--- config.mk ---
export PLATFORM = sky130hd
export DESIGN_NAME = msp_response_frame_receiver_unit
export DESIGN_NICKNAME = d
export VERILOG_FILES = /design/src/hdl/msp_rx_pkg.sv /design/src/hdl/msp_rx_front.sv /design/src/hdl/msp_rx_queue.sv /design/src/hdl/msp_rx_back.sv /design/src/hdl/msp_response_frame_receiver_unit.sv
export SDC_FILE = /design/constraint.sdc
export NUM_CORES = 1
export LEC_CHECK = 0
export BUFFER_PORTS_ARGS = -buffer_cell sky130_fd_sc_hd__clkbuf_2
export CORE_ASPECT_RATIO = 0.9
export CORE_MARGIN = 2
export CORE_UTILIZATION = 40
export DETAILED_ROUTE_END_ITERATION = 8
export PLACE_DENSITY = 0.68
export RECOVER_POWER = 25
export SYNTH_ARGS = -nofsm -noshare
export SYNTH_HDL_FRONTEND = slang
export SYNTH_SLANG_ARGS = --single-unit
--- constraint.sdc ---
create_clock -name i_clk -period 4 [get_ports i_clk]
set_input_delay 0.2 -clock i_clk [delete_from_list [all_inputs] [get_ports i_clk]]
set_output_delay 0.2 -clock i_clk [all_outputs]
set_load 0.02 [all_outputs]
--- src/hdl/msp_rx_pkg.sv ---
`timescale 1ns / 1ps
`default_nettype none
// ----------------------------------------------------------------------------
// msp_rx_pkg
// Shared types and constants for the response frame receiver.
// ----------------------------------------------------------------------------
package msp_rx_pkg;

    localparam logic [7:0] HDR_DOLLAR = 8'h24;
    localparam logic [7:0] HDR_M      = 8'h4D;
    localparam logic [7:0] HDR_GT     = 8'h3E;

    localparam logic KIND_PAYLOAD = 1'b0;
    localparam logic KIND_END     = 1'b1;

    localparam int QDEPTH   = 4;
    localparam int QPTR_W   = $clog2(QDEPTH);
    localparam int QCOUNT_W = $clog2(QDEPTH + 1);

    typedef struct packed {
        logic       out_kind;
        logic [7:0] command;
        logic [7:0] frame_size;
        logic [7:0] payload_byte;
        logic [7:0] byte_index;
        logic       checksum_ok;
        logic       last;
    } t_result;

    typedef enum logic [6:0] {
        ST_HUNT    = 7'b0000001,
        ST_WANT_M  = 7'b0000010,
        ST_WANT_GT = 7'b0000100,
        ST_SIZE    = 7'b0001000,
        ST_CMD     = 7'b0010000,
        ST_PAYLOAD = 7'b0100000,
        ST_CHECK   = 7'b1000000
    } t_state;

endpackage
`default_nettype wire

--- src/hdl/msp_rx_front.sv ---
`timescale 1ns / 1ps
`default_nettype none
// ----------------------------------------------------------------------------
// msp_rx_front
// Frame parser: hunts for the header, tracks size, command, payload count and
// running XOR, and produces one result word per payload or checksum byte.
// ----------------------------------------------------------------------------
module msp_rx_front (
    input  wire                  i_clk,
    input  wire                  i_rst_n,
    input  wire                  i_accept,
    input  wire [7:0]            i_rx_byte,
    output logic                 o_res_valid,
    output msp_rx_pkg::t_result  o_res
);
    import msp_rx_pkg::*;

    t_state     r_state, n_state;
    logic [7:0] r_size, n_size;
    logic [7:0] r_cmd, n_cmd;
    logic [7:0] r_count, n_count;
    logic [7:0] r_xor, n_xor;
    logic [7:0] count_inc;

    assign count_inc = r_count + 8'd1;

    always_comb begin
        n_state     = r_state;
        n_size      = r_size;
        n_cmd       = r_cmd;
        n_count     = r_count;
        n_xor       = r_xor;
        o_res_valid = 1'b0;
        o_res.out_kind     = KIND_PAYLOAD;
        o_res.command      = r_cmd;
        o_res.frame_size   = r_size;
        o_res.payload_byte = 8'd0;
        o_res.byte_index   = 8'd0;
        o_res.checksum_ok  = 1'b0;
        o_res.last         = 1'b0;
        if (i_accept) begin
            unique case (r_state)
                ST_WANT_M: begin
                    n_state = (i_rx_byte == HDR_M) ? ST_WANT_GT : ST_HUNT;
                end
                ST_WANT_GT: begin
                    n_state = (i_rx_byte == HDR_GT) ? ST_SIZE : ST_HUNT;
                end
                ST_SIZE: begin
                    n_size  = i_rx_byte;
                    n_xor   = i_rx_byte;
                    n_state = ST_CMD;
                end
                ST_CMD: begin
                    n_cmd   = i_rx_byte;
                    n_xor   = r_xor ^ i_rx_byte;
                    n_count = 8'd0;
                    n_state = (r_size == 8'd0) ? ST_CHECK : ST_PAYLOAD;
                end
                ST_PAYLOAD: begin
                    o_res_valid        = 1'b1;
                    o_res.payload_byte = i_rx_byte;
                    o_res.byte_index   = r_count;
                    n_xor   = r_xor ^ i_rx_byte;
                    n_count = count_inc;
                    if (count_inc == r_size) begin
                        n_state = ST_CHECK;
                    end
                end
                ST_CHECK: begin
                    o_res_valid       = 1'b1;
                    o_res.out_kind    = KIND_END;
                    o_res.checksum_ok = (i_rx_byte == r_xor);
                    o_res.last        = 1'b1;
                    n_state = ST_HUNT;
                end
                default: begin
                    n_state = (i_rx_byte == HDR_DOLLAR) ? ST_WANT_M : ST_HUNT;
                end
            endcase
        end
    end

    always_ff @(posedge i_clk) begin
        if (!i_rst_n) begin
            r_state <= ST_HUNT;
            r_size  <= 8'd0;
            r_cmd   <= 8'd0;
            r_count <= 8'd0;
            r_xor   <= 8'd0;
        end else begin
            r_state <= n_state;
            r_size  <= n_size;
            r_cmd   <= n_cmd;
            r_count <= n_count;
            r_xor   <= n_xor;
        end
    end

    a_check_to_hunt: assert property (@(posedge i_clk) disable iff (!i_rst_n)
        (i_accept && r_state == ST_CHECK) |=> (r_state == ST_HUNT))
        else $error("frame end did not return to hunting");

    a_count_below_size: assert property (@(posedge i_clk) disable iff (!i_rst_n)
        (r_state == ST_PAYLOAD) |-> (r_count < r_size))
        else $error("payload count reached frame size");

    a_no_result_when_idle: assert property (@(posedge i_clk) disable iff (!i_rst_n)
        !i_accept |=> $stable(r_state) && $stable(r_xor))
        else $error("parser state moved without a word");

endmodule
`default_nettype wire

--- src/hdl/msp_rx_queue.sv ---
`timescale 1ns / 1ps
`default_nettype none
// ----------------------------------------------------------------------------
// msp_rx_queue
// Short result queue between the parser and the output stage.
// ----------------------------------------------------------------------------
module msp_rx_queue (
    input  wire                  i_clk,
    input  wire                  i_rst_n,
    input  wire                  i_wr_en,
    input  msp_rx_pkg::t_result  i_wr_data,
    input  wire                  i_rd_en,
    output msp_rx_pkg::t_result  o_rd_data,
    output logic                 o_full,
    output logic                 o_nonempty
);
    import msp_rx_pkg::*;

    t_result               r_mem [QDEPTH];
    logic [QPTR_W-1:0]     r_wr_ptr, n_wr_ptr;
    logic [QPTR_W-1:0]     r_rd_ptr, n_rd_ptr;
    logic [QCOUNT_W-1:0]   r_count, n_count;

    assign o_full     = (r_count == QCOUNT_W'(QDEPTH));
    assign o_nonempty = (r_count != '0);
    assign o_rd_data  = r_mem[r_rd_ptr];

    always_comb begin
        n_wr_ptr = r_wr_ptr + (i_wr_en ? QPTR_W'(1) : QPTR_W'(0));
        n_rd_ptr = r_rd_ptr + (i_rd_en ? QPTR_W'(1) : QPTR_W'(0));
        n_count  = r_count + (i_wr_en ? QCOUNT_W'(1) : QCOUNT_W'(0))
                           - (i_rd_en ? QCOUNT_W'(1) : QCOUNT_W'(0));
    end

    always_ff @(posedge i_clk) begin
        if (i_wr_en) begin
            r_mem[r_wr_ptr] <= i_wr_data;
        end
    end

    always_ff @(posedge i_clk) begin
        if (!i_rst_n) begin
            r_wr_ptr <= '0;
            r_rd_ptr <= '0;
            r_count  <= '0;
        end else begin
            r_wr_ptr <= n_wr_ptr;
            r_rd_ptr <= n_rd_ptr;
            r_count  <= n_count;
        end
    end

    a_no_overflow: assert property (@(posedge i_clk) disable iff (!i_rst_n)
        !(i_wr_en && o_full && !i_rd_en))
        else $error("write into full queue");

    a_no_underflow: assert property (@(posedge i_clk) disable iff (!i_rst_n)
        i_rd_en |-> o_nonempty)
        else $error("read from empty queue");

    a_count_tracks_ptrs: assert property (@(posedge i_clk) disable iff (!i_rst_n)
        (r_count != QCOUNT_W'(QDEPTH)) |->
            (QPTR_W'(r_wr_ptr - r_rd_ptr) == QPTR_W'(r_count)))
        else $error("queue count out of step with pointers");

endmodule
`default_nettype wire

--- src/hdl/msp_rx_back.sv ---
`timescale 1ns / 1ps
`default_nettype none
// ----------------------------------------------------------------------------
// msp_rx_back
// Output register: holds the oldest result word until it is popped and
// refills from the queue in the same cycle.
// ----------------------------------------------------------------------------
module msp_rx_back (
    input  wire                  i_clk,
    input  wire                  i_rst_n,
    input  wire                  i_q_nonempty,
    input  msp_rx_pkg::t_result  i_q_data,
    output logic                 o_q_rd,
    input  wire                  i_pop,
    output logic                 o_valid,
    output msp_rx_pkg::t_result  o_word
);
    import msp_rx_pkg::*;

    logic    r_valid, n_valid;
    t_result r_word;
    logic    take;

    assign take    = r_valid && i_pop;
    assign o_q_rd  = i_q_nonempty && (!r_valid || take);
    assign n_valid = o_q_rd || (r_valid && !take);
    assign o_valid = r_valid;
    assign o_word  = r_word;

    always_ff @(posedge i_clk) begin
        if (!i_rst_n) begin
            r_valid <= 1'b0;
        end else begin
            r_valid <= n_valid;
        end
    end

    always_ff @(posedge i_clk) begin
        if (o_q_rd) begin
            r_word <= i_q_data;
        end
    end

    a_hold_when_stalled: assert property (@(posedge i_clk) disable iff (!i_rst_n)
        (r_valid && !i_pop) |=> (r_valid && $stable(r_word)))
        else $error("output word changed while stalled");

    a_refill: assert property (@(posedge i_clk) disable iff (!i_rst_n)
        (!r_valid && i_q_nonempty) |=> r_valid)
        else $error("output stage did not refill from queue");

    a_end_word_shape: assert property (@(posedge i_clk) disable iff (!i_rst_n)
        (r_valid && r_word.last) |->
            (r_word.out_kind == KIND_END && r_word.payload_byte == 8'd0))
        else $error("malformed end-of-frame word");

endmodule
`default_nettype wire

--- src/hdl/msp_response_frame_receiver_unit.sv ---
`timescale 1ns / 1ps
`default_nettype none
// ----------------------------------------------------------------------------
// msp_response_frame_receiver_unit
// Response frame receiver: header hunt, size/command capture, payload and
// checksum results through a result queue.
// ----------------------------------------------------------------------------
// Takes one received byte per cycle whenever full is low. Header, size and
// command bytes produce nothing; each payload byte yields one word with its
// index, and the checksum byte yields an end word with the verdict. Results
// pass through a four-entry queue and an output register, so the word of a
// byte is registered in the queue and then in the output register before it
// reaches the result ports; the byte rate of one per cycle is set by the parser
// state machine, and full rises only when the queue and the output register are
// both occupied.
module msp_response_frame_receiver_unit (
    input  wire        i_clk,
    input  wire        i_rst_n,
    input  wire        push,
    output logic       full,
    input  wire [7:0]  i_rx_byte,
    output logic       empty,
    input  wire        pop,
    output logic       o_out_kind,
    output logic [7:0] o_command,
    output logic [7:0] o_frame_size,
    output logic [7:0] o_payload_byte,
    output logic [7:0] o_byte_index,
    output logic       o_checksum_ok,
    output logic       o_last
);
    import msp_rx_pkg::*;

    logic    accept;
    logic    res_valid;
    t_result res;
    logic    q_full;
    logic    q_nonempty;
    logic    q_rd;
    t_result q_data;
    logic    out_valid;
    t_result out_word;

    assign full   = q_full;
    assign accept = push && !q_full;

    msp_rx_front u_front (
        .i_clk       (i_clk),
        .i_rst_n     (i_rst_n),
        .i_accept    (accept),
        .i_rx_byte   (i_rx_byte),
        .o_res_valid (res_valid),
        .o_res       (res)
    );

    msp_rx_queue u_queue (
        .i_clk      (i_clk),
        .i_rst_n    (i_rst_n),
        .i_wr_en    (res_valid),
        .i_wr_data  (res),
        .i_rd_en    (q_rd),
        .o_rd_data  (q_data),
        .o_full     (q_full),
        .o_nonempty (q_nonempty)
    );

    msp_rx_back u_back (
        .i_clk        (i_clk),
        .i_rst_n      (i_rst_n),
        .i_q_nonempty (q_nonempty),
        .i_q_data     (q_data),
        .o_q_rd       (q_rd),
        .i_pop        (pop),
        .o_valid      (out_valid),
        .o_word       (out_word)
    );

    assign empty          = !out_valid;
    assign o_out_kind     = out_word.out_kind;
    assign o_command      = out_word.command;
    assign o_frame_size   = out_word.frame_size;
    assign o_payload_byte = out_word.payload_byte;
    assign o_byte_index   = out_word.byte_index;
    assign o_checksum_ok  = out_word.checksum_ok;
    assign o_last         = out_word.last;

endmodule
`default_nettype wire
==> implementation parameters, run 1 <==
Parameter                              Value

Logic synthesis
  EDFF count, synth ... 170
  Synth Area in Adders ... 0.00947
  Synth top area share ... 0.586
  Xor/xnor share of the synthesized area ... 0.0241
  Share of synthesized registers carrying an async set or reset ... 0
  Share of synthesized area spent on multiplexers ... 0.0993
  Compound-Gate Fraction of Synth Area ... 0.0563
  Synth Net Count ... 571
  Syn_area_per_cell ... 15.8 um2
  Top cell type by total area after synthesis ... edfxtp_1
  Count of yosys warnings during synthesis ... 0
  Sequential share of the synthesized area ... 0.694
  Main combinational cell family by area after synthesis ... multiplexers
  Post-synthesis cell area ... roughly 0.0087 mm2
  Number of different library cells in the post-synthesis netlist ... 59
  Gate count after technology mapping ... 553
  Most numerous cell in the Yosys netlist ... edfxtp_1
  Top cells by count, synth ... 170 x edfxtp_1, 47 x dfxtp_1, 34 x mux4_2
  Predominant post-synthesis flop cell ... edfxtp_1
  Synth Register Bits ... 217
  Share of synthesized cell area in and, or, nand and nor gates ... 0.0953
  Cell types occupying the most area after synthesis ... edfxtp_1 59%, dfxtp_1 11%, mux4_2 8.8%

Placement
  RD Place Congestion ... 0.832
  Number of buffers inserted by port buffering ... 48
  DP Wirelength ... roughly 10000 um
  Instance area at placement ... 0.00928 mm2

Worst setup path
  Element type at the critical path end ... register
  Worst endpoint data arrival time ... ~3400 ps
  R2r worst-path depth ... 9
  Critical R2R Capture ... u_queue.r_count[2]$_SDFF_PN0_
  Critical path startpoint category ... register
  Critical R2R Launch ... u_queue.r_count[2]$_SDFF_PN0_
  Slowest-stage cell, CP ... or3_1
  Worst R2R Setup Slack ... 980 ps
  Maximum net fanout on the critical path ... 11
  Most numerous cell on the critical path ... xnor2_1
  Worst Path Class, Setup ... reg -> reg
  Largest stage delay, worst path ... about 460 ps
  Crit path required time ... 4400 ps
  Crit-path cells ... nor3b_1 > nand2b_1 > or3_1 > nand2_1 > ha_1 > fa_1 > xnor2_1 > xnor2_1 > and2_1

STA
  Worst hold margin ... 17.9 ps
  Final critical-path share of the clock period ... 0.755
  Peak clock frequency supported by timing ... about 330 MHz
  Final total negative setup slack ... 0 ps
  RSZ-0062 raised after global routing ... false
  Worst Clk Skew ... approximately 9.5 ps
  Total of endpoints with negative setup slack in the final report ... 0
  Tightest Pin Transition ... ~2200 ps
  Shortest clock period the worst path allows after layout ... approximately 3000 ps
  Final hold vios ... 0
  Slew HR ... -0.436
  Final max-slew violation count ... 36

Clock tree
  Number of clock buffers inserted by TritonCTS ... 23
  Clock Latency Late Sink ... between 500 and 600 ps
  Cts-stage hold buffer count ... 0
  PostCTS Resize Cnt ... 0
  CTS H-tree depth ... 1
  Cell at the root of the clock tree ... clkbuf_16
  Bufs on Longest Clock Path ... 3
  Buffers inserted by post-CTS timing repair ... 0
  CTS tree ... done
  CTS clk-pin slew, worst paths ... approximately 60 ps
  Clock sinks ... ~220

Routing
  Sum of routed wire length over all layers ... 16700 um
  Vias per inst ... a little over 5
  Routed wire length per instance ... between 15 and 20 um
  Count of TritonRoute iterations in the first routing pass ... 4
  Via total after detailed routing ... 4652
  Count of nets left with antenna violations after detail routing ... 0
  Initial DRC Count ... around 320
  Drc violations ... 0

Min path
  Hold Crit Depth ... 3
  Tightest Hold Check Type ... in -> reg
  Startpoint of the worst hold path ... pop
  Worst hold endpoint ... u_back.o_valid$_SDFF_PN0_

Layout
  Final instance area ... 0.00997 mm2
  Ratio of cells with drive above 1 in the final layout ... 0.167
  Post-layout net count ... 623
  Signed area change from the synthesized netlist to the final layout ... 14.4%
  Antenna cells ... 0
  Final standard cell utilization of the core ... 0.464
  Number of fill cells in the layout ... 1878

Power and ir drop
  Total power of the final layout ... 5.89 mW
  Power per unit of standard cell area ... slightly below 600 mW/mm2
  Worst voltage drop across the vdd grid ... 314 uV
  LEAKAGE ... around 3.3 nW

Flow run
  MaxCap Viol Count ... 1

Outcome
  Violations in the final reports ... capacitance limit, slew limit
  Outcome ... finished, violations left

Die
  Effective utilization at floorplan ... 0.405
  Core ar. ... 0.0215 mm2
  Number of rows created at floorplan ... 51
  Horizontal die dimension ... between 150 and 200 um
  Total I/O pin count ... just under 50
  Die Y ... 144 um
  Total Die Area ... around 0.023 mm2

Global routing
  Via count of the first global-routing pass ... approximately 4900
  Total global routing track utilization ... 0.148
  Maximum number of pins on one net before global-route repair ... roughly 50
  Initial antenna violation count ... 0
  Global-route wire length before repair ... 26400 um
  Total global routing overflow ... 0
how the worst max path moves through the flow:
stage,startpoint,endpoint,slack [ps],depth (start not counted)
after floorplan,u_queue.r_count[2]$_SDFF_PN0_,u_queue.r_count[2]$_SDFF_PN0_,330,9
after global placement,u_queue.r_count[2]$_SDFF_PN0_,u_queue.r_count[2]$_SDFF_PN0_,1180,9
after detailed placement,u_queue.r_count[2]$_SDFF_PN0_,u_queue.r_count[2]$_SDFF_PN0_,1000,9
after CTS,u_queue.r_count[2]$_SDFF_PN0_,u_queue.r_count[2]$_SDFF_PN0_,990,9
after global routing,u_queue.r_count[2]$_SDFF_PN0_,u_queue.r_count[2]$_SDFF_PN0_,700,9
final,u_queue.r_count[2]$_SDFF_PN0_,u_queue.r_count[2]$_SDFF_PN0_,980,9
metal layers:
metal / up-vias / part of all wire / global-route usage
li1: 2213 / - / -
met1: 2321 / 0.45 / 0.193
met2: 91 / 0.48 / 0.249
met3: 27 / 0.040 / 0.0267
met4: 0 / 0.024 / 0.0560
met5: - / 0 / 0
area by class of cell:
| type | instances | area (um2) | area share |
|---|---|---|---|
| Timing Repair Buffer | 58 | 267 | 0.0267 |
| Clock buffer | 28 | 594 | 0.0596 |
| Tap cell | 291 | 364 | 0.0365 |
| Inverter | 10 | 37.5 | 0.00376 |
| Clock inverter | 13 | 154 | 0.0154 |
| Multi-Input combinational cell | 295 | 2510 | 0.252 |
| Sequential cell | 217 | 6050 | 0.606 |
kinds of logic after synthesis:
logic type / after synthesis
adder cells (fa/ha/maj): 6
XOR/XNOR: 24
AND/OR/NAND/NOR: 150
buffers and inverters: 41
multiplexers: 44
AO/OA/AOI/OAI: 71
flip-flops: 217
report_power, final:
part           leakage, nW  internal [mW]  switching [mW]
combinational        0.921          0.362           0.621
sequential            1.99           2.71           0.108
clock                0.366           1.26           0.835
cell usage in the layout, fill, tap and decap left out, drive strengths merged, types with 5 or more instances in the layout:
cell type | netlist | routed
clkinv | 0 | 8
nor2b | 16 | 16
edfxtp | 170 | 170
mux4 | 34 | 34
o211ai | 9 | 9
nor3 | 11 | 11
buf | 11 | 9
nand3 | 14 | 14
xnor2 | 18 | 18
o21ai | 21 | 21
inv | 10 | 11
nand2 | 35 | 35
nor2 | 20 | 20
nor4 | 6 | 6
mux2i | 10 | 10
and2 | 22 | 22
clkbuf | 20 | 77
xor2 | 6 | 6
dfxtp | 47 | 47
nand2b | 5 | 5
a21boi | 21 | 21
ha | 5 | 5
nand4 | 6 | 6
a21oi | 5 | 5
state kept, by name (all words and copies together), names as in the netlist:
name,cells
u_back.o_valid,1
u_back.o_word,34
u_front.r_cmd,8
u_front.r_count,8
u_front.r_size,8
u_front.r_state,7
u_front.r_xor,8
u_queue.r_count,3
u_queue.r_mem,136
u_queue.r_rd_ptr,2
u_queue.r_wr_ptr,2
through the flow:
step	std cells	setup slack, ps
floorplan	553	331
global placement	871	1180
detailed placement	871	1000
CTS	912	986
global route	912	701
finish	912	979
critical path, delay by kind of cell, from the launching register on:
family	cells	cell delay, ps
simple gates	5	1600
fa+ha+maj	2	660
flops	1	360
xor+xnor	2	270
No activity file was read; power rests on OpenSTA's default activity.
==> inputs of run 2 (changes only) <==
- ABC_AREA: unset -> 1
- clock period: 4 -> 2.5 ns (I/O delays scaled with it)
==> implementation parameters, run 2 <==
Parameter                              Value

Outcome
  Outcome ... finished, final reports clean

Routing
  Initial DRC Count ... 405 (+26%)
  Sum of routed wire length over all layers ... 18300 um (+9.5%)
  Count of nets left with antenna violations after detail routing ... 0 (unchanged)
  Via total after detailed routing ... 5743 (+23%)
  Count of TritonRoute iterations in the first routing pass ... 5 (+1)
  Vias per inst ... 5.05 (-0.98%)
  Drc violations ... 0 (unchanged)
  Routed wire length per instance ... 16.1 um (-12%)

Global routing
  Total global routing track utilization ... 0.160 (+0.0124)
  Via count of the first global-routing pass ... 5517 (+12%)
  Maximum number of pins on one net before global-route repair ... 45 (-12%)
  Global-route wire length before repair ... 29300 um (+11%)
  Total global routing overflow ... 0 (unchanged)
  Initial antenna violation count ... 0 (unchanged)

Worst setup path
  Critical R2R Launch ... u_front.r_state[0]$_SDFFE_PN1P_
  Largest stage delay, worst path ... 330 ps (-130 ps)
  R2r worst-path depth ... 12 (+3)
  Crit path required time ... 2700 ps (-1700 ps)
  Slowest-stage cell, CP ... dfxtp_1
  Maximum net fanout on the critical path ... 34 (+23)
  CP bufs+invs ... 5 (+5)
  Crit-path cells ... nor2_1 > inv_1 > nor2_2 > inv_2 > nor2_8 > inv_1 > nor2_4 > inv_2 > nand2_2 > nand2_1 > nor2_4 > buf_12
  Worst Path Class, Setup ... reg -> reg
  Worst R2R Setup Slack ... 290 ps (-690 ps)
  Element type at the critical path end ... register
  Kind of cell with the highest combined delay on the critical path ... simple AND/OR/NAND/NOR gates
  Critical R2R Capture ... u_queue.r_mem[0][9]$_DFFE_PP_
  Worst endpoint data arrival time ... 2410 ps (-1010 ps)
  Critical path startpoint category ... register

Power and ir drop
  Pint ... 7.22 mW (+67%)
  Power per unit of standard cell area ... 1010 mW/mm2 (+71%)
  Worst voltage drop across the vdd grid ... 473 uV (+50%)
  Total power of the final layout ... 10.3 mW (+75%)
  Part of the power in combinational logic ... 0.208 (+0.041)
  Sequential share of power ... 0.441 (-0.037)
  LEAKAGE ... 3.72 nW (+14%)
  Sw Ratio ... 0.300 (+0.0347)
  Switching power summed over all nets ... 3.10 mW (+98%)
  Share of total power in the clock network ... 0.351 (-0.004)

Logic synthesis
  Predominant post-synthesis flop cell ... edfxtp_1
  Sequential share of the synthesized area ... 0.691 (-0.00238)
  Share of synthesized cell area in and, or, nand and nor gates ... 0.139 (+0.0439)
  Share of synthesized registers carrying an async set or reset ... 0 (unchanged)
  Synth Register Bits ... 217 (unchanged)
  Main combinational cell family by area after synthesis ... simple AND/OR/NAND/NOR gates
  Top cell type by total area after synthesis ... edfxtp_1
  Number of different library cells in the post-synthesis netlist ... 33 (-44%)
  Top cells by count, synth ... 170 x edfxtp_1, 117 x nor2_1, 93 x o21ai_0
  Synth Net Count ... 790 (+38%)
  Cell types occupying the most area after synthesis ... edfxtp_1 58%, dfxtp_1 11%, o21ai_0 5.3%
  Share of synthesized area spent on multiplexers ... 0 (-0.0993)
  Synth Area in Adders ... 0.00944 (-0.0000325)
  Gate count after technology mapping ... 772 (+40%)
  Post-synthesis cell area ... 0.00875 mm2 (+0.34%)
  Xor/xnor share of the synthesized area ... 0.0140 (-0.0101)
  Compound-Gate Fraction of Synth Area ... 0.102 (+0.0457)
  Syn_area_per_cell ... 11.3 um2 (-28%)
  Count of yosys warnings during synthesis ... 0 (unchanged)
  EDFF count, synth ... 170 (unchanged)
  Most numerous cell in the Yosys netlist ... edfxtp_1
  Synth top area share ... 0.584 (-0.00201)

STA
  RSZ-0062 raised after global routing ... false
  Final max-slew violation count ... 0 (-100%)
  Final critical-path share of the clock period ... 0.885 (+0.130)
  Worst hold margin ... 67.2 ps (+49.2 ps)
  Peak clock frequency supported by timing ... 452 MHz (+37%)
  Final hold vios ... 0 (unchanged)
  Shortest clock period the worst path allows after layout ... 2210 ps (-809 ps)
  Tightest Pin Transition ... 1110 ps (-1050 ps)
  Total of endpoints with negative setup slack in the final report ... 0 (unchanged)
  Slew HR ... 0.260 (+0.696)
  Worst Clk Skew ... 17.9 ps (+8.38 ps)

Layout
  Biggest register ... u_queue.r_mem
  Most common cell after layout, fill and taps aside ... edfxtp_1
  Commonest cells after routing, fill and taps aside ... 170 x edfxtp_1, 111 x nor2_1, 93 x o21ai_0, 89 x nand2_1, 52 x inv_1
  Post-layout net count ... 847 (+36%)
  Max FFs per register ... 136 (unchanged)
  Final standard cell utilization of the core ... 0.473 (+0.00913)
  Antenna cells ... 0 (unchanged)
  Ratio of cells with drive above 1 in the final layout ... 0.117 (-0.0505)
  Signed area change from the synthesized netlist to the final layout ... 16.6%

Placement
  DP Wirelength ... 11400 um (+9.4%)
  RD Place Congestion ... 0.833 (about the same)
  Number of buffers inserted by port buffering ... 48 (unchanged)

Clock tree
  Cell at the root of the clock tree ... clkbuf_16
  Buffers inserted by post-CTS timing repair ... 0 (unchanged)
  Bufs on Longest Clock Path ... 3 (unchanged)
  Clock sinks ... 217 (unchanged)
  Clock Latency Late Sink ... 520 ps (about the same)
  CTS clk-pin slew, worst paths ... 60 ps (about the same)
  CTS H-tree depth ... 1 (unchanged)
  CTS tree ... done
  Number of clock buffers inserted by TritonCTS ... 23 (unchanged)

Die
  Die Y ... 144 um (+0.17%)
  Effective utilization at floorplan ... 0.406 (about the same)
  Core ar. ... 0.0216 mm2 (+0.30%)
  Total I/O pin count ... 49 (unchanged)
  Horizontal die dimension ... 160 um (+0.17%)
  Total Die Area ... 0.0231 mm2 (+0.33%)
  Number of rows created at floorplan ... 51 (unchanged)

Flow run
  MaxCap Viol Count ... 0 (-1)

Min path
  Hold Crit Depth ... 3 (unchanged)
  Startpoint of the worst hold path ... i_rx_byte[5]
  Worst hold endpoint ... u_front.r_cmd[5]$_SDFFE_PN0P_
  Tightest Hold Check Type ... in -> reg
run 2: cell count changes after synthesis, sizes merged, moves of 9 or more:
cell    before  now
o22ai        1   34
mux4        34    0
a21oi        5   35
mux2i       10    0
nor2b       16    0
nand2       35   95
inv         10   58
o21ai       21   96
nor2        20  128
a21boi      21    0
and2        22    1
nand3       14   33
xnor2       18    3
o211ai       9    0
run 2: layer usage:
layer,up-vias,track usage,wire (um)
met2,148,0.267,8620
met3,35,0.0278,992
met4,0,0.0503,539
met1,2745,0.217,8170
met5,-,0,0
li1,2815,-,-
run 2: cell type report:
type | count | area [um2]
Multi-Input combinational cell | 461 | 2350
Fill cell | 1955 | 11400
Sequential cell | 217 | 6050
Inverter | 60 | 225
Timing Repair Buffer | 66 | 385
Clock inverter | 12 | 184
Tap cell | 291 | 364
Clock buffer | 30 | 642
run 2: power by group through the flow:
| stage | clock network, mW | logic, mW | registers (mW) |
|---|---|---|---|
| after detailed placement | 0 | 2.25 | 4.63 |
| final | 3.63 | 2.15 | 4.55 |
| after global routing | 3.84 | 2.40 | 4.59 |
| after floorplan | 0 | 1.17 | 4.97 |
| after CTS | 3.69 | 2.26 | 4.56 |
| after global placement | 0 | 2.20 | 4.63 |
run 2: worst max path at each step:
stage                                          from  cells after the start  slack, ps                       endpoint
global route        u_front.r_state[0]$_SDFFE_PN1P_                     12         70  u_queue.r_mem[3][2]$_DFFE_PP_
global placement    u_front.r_state[0]$_SDFFE_PN1P_                     12        340  u_queue.r_mem[0][3]$_DFFE_PP_
finish              u_front.r_state[0]$_SDFFE_PN1P_                     12        290  u_queue.r_mem[0][9]$_DFFE_PP_
detailed placement  u_front.r_state[0]$_SDFFE_PN1P_                     12        210  u_queue.r_mem[0][3]$_DFFE_PP_
floorplan           u_front.r_state[0]$_SDFFE_PN1P_                     11       -110  u_queue.r_mem[0][0]$_DFFE_PP_
CTS                 u_front.r_state[0]$_SDFFE_PN1P_                     12        200  u_queue.r_mem[0][9]$_DFFE_PP_
run 2: cells by family (layout without fill, tap and decap cells):
family | count (synthesis) | after routing
xor gates and xnor gates | 14 | 14
adders and majority gates | 6 | 6
and+or+nand+nor | 273 | 273
DFF | 217 | 217
buffers and inverters | 94 | 168
AOI/OAI and AO/OA | 168 | 168
run 2: stage by stage:
| stage | cell area, um2 | cells | setup WS, ps | TNS, ps |
|---|---|---|---|---|
| finish | 10200 | 1137 | 288 | 0 |
| global route | 10200 | 1137 | 67.1 | 0 |
| CTS | 10200 | 1137 | 200 | 0 |
| detailed placement | 9390 | 1092 | 214 | 0 |
| global placement | 9390 | 1092 | 339 | 0 |
| floorplan | 8760 | 772 | -110 | -14980 |
run 2: timing repair:
action | in CTS | in global routing
hold endpoints to repair | 3 | 0
hold buffers | 3 | 0
resized for setup | 0 | 1
setup endpoints to repair | 0 | 137
run 2: worst min-delay path, stage by stage:
cell	delay, ps
clkbuf_2	120
inv_1	140
a21oi_1	150
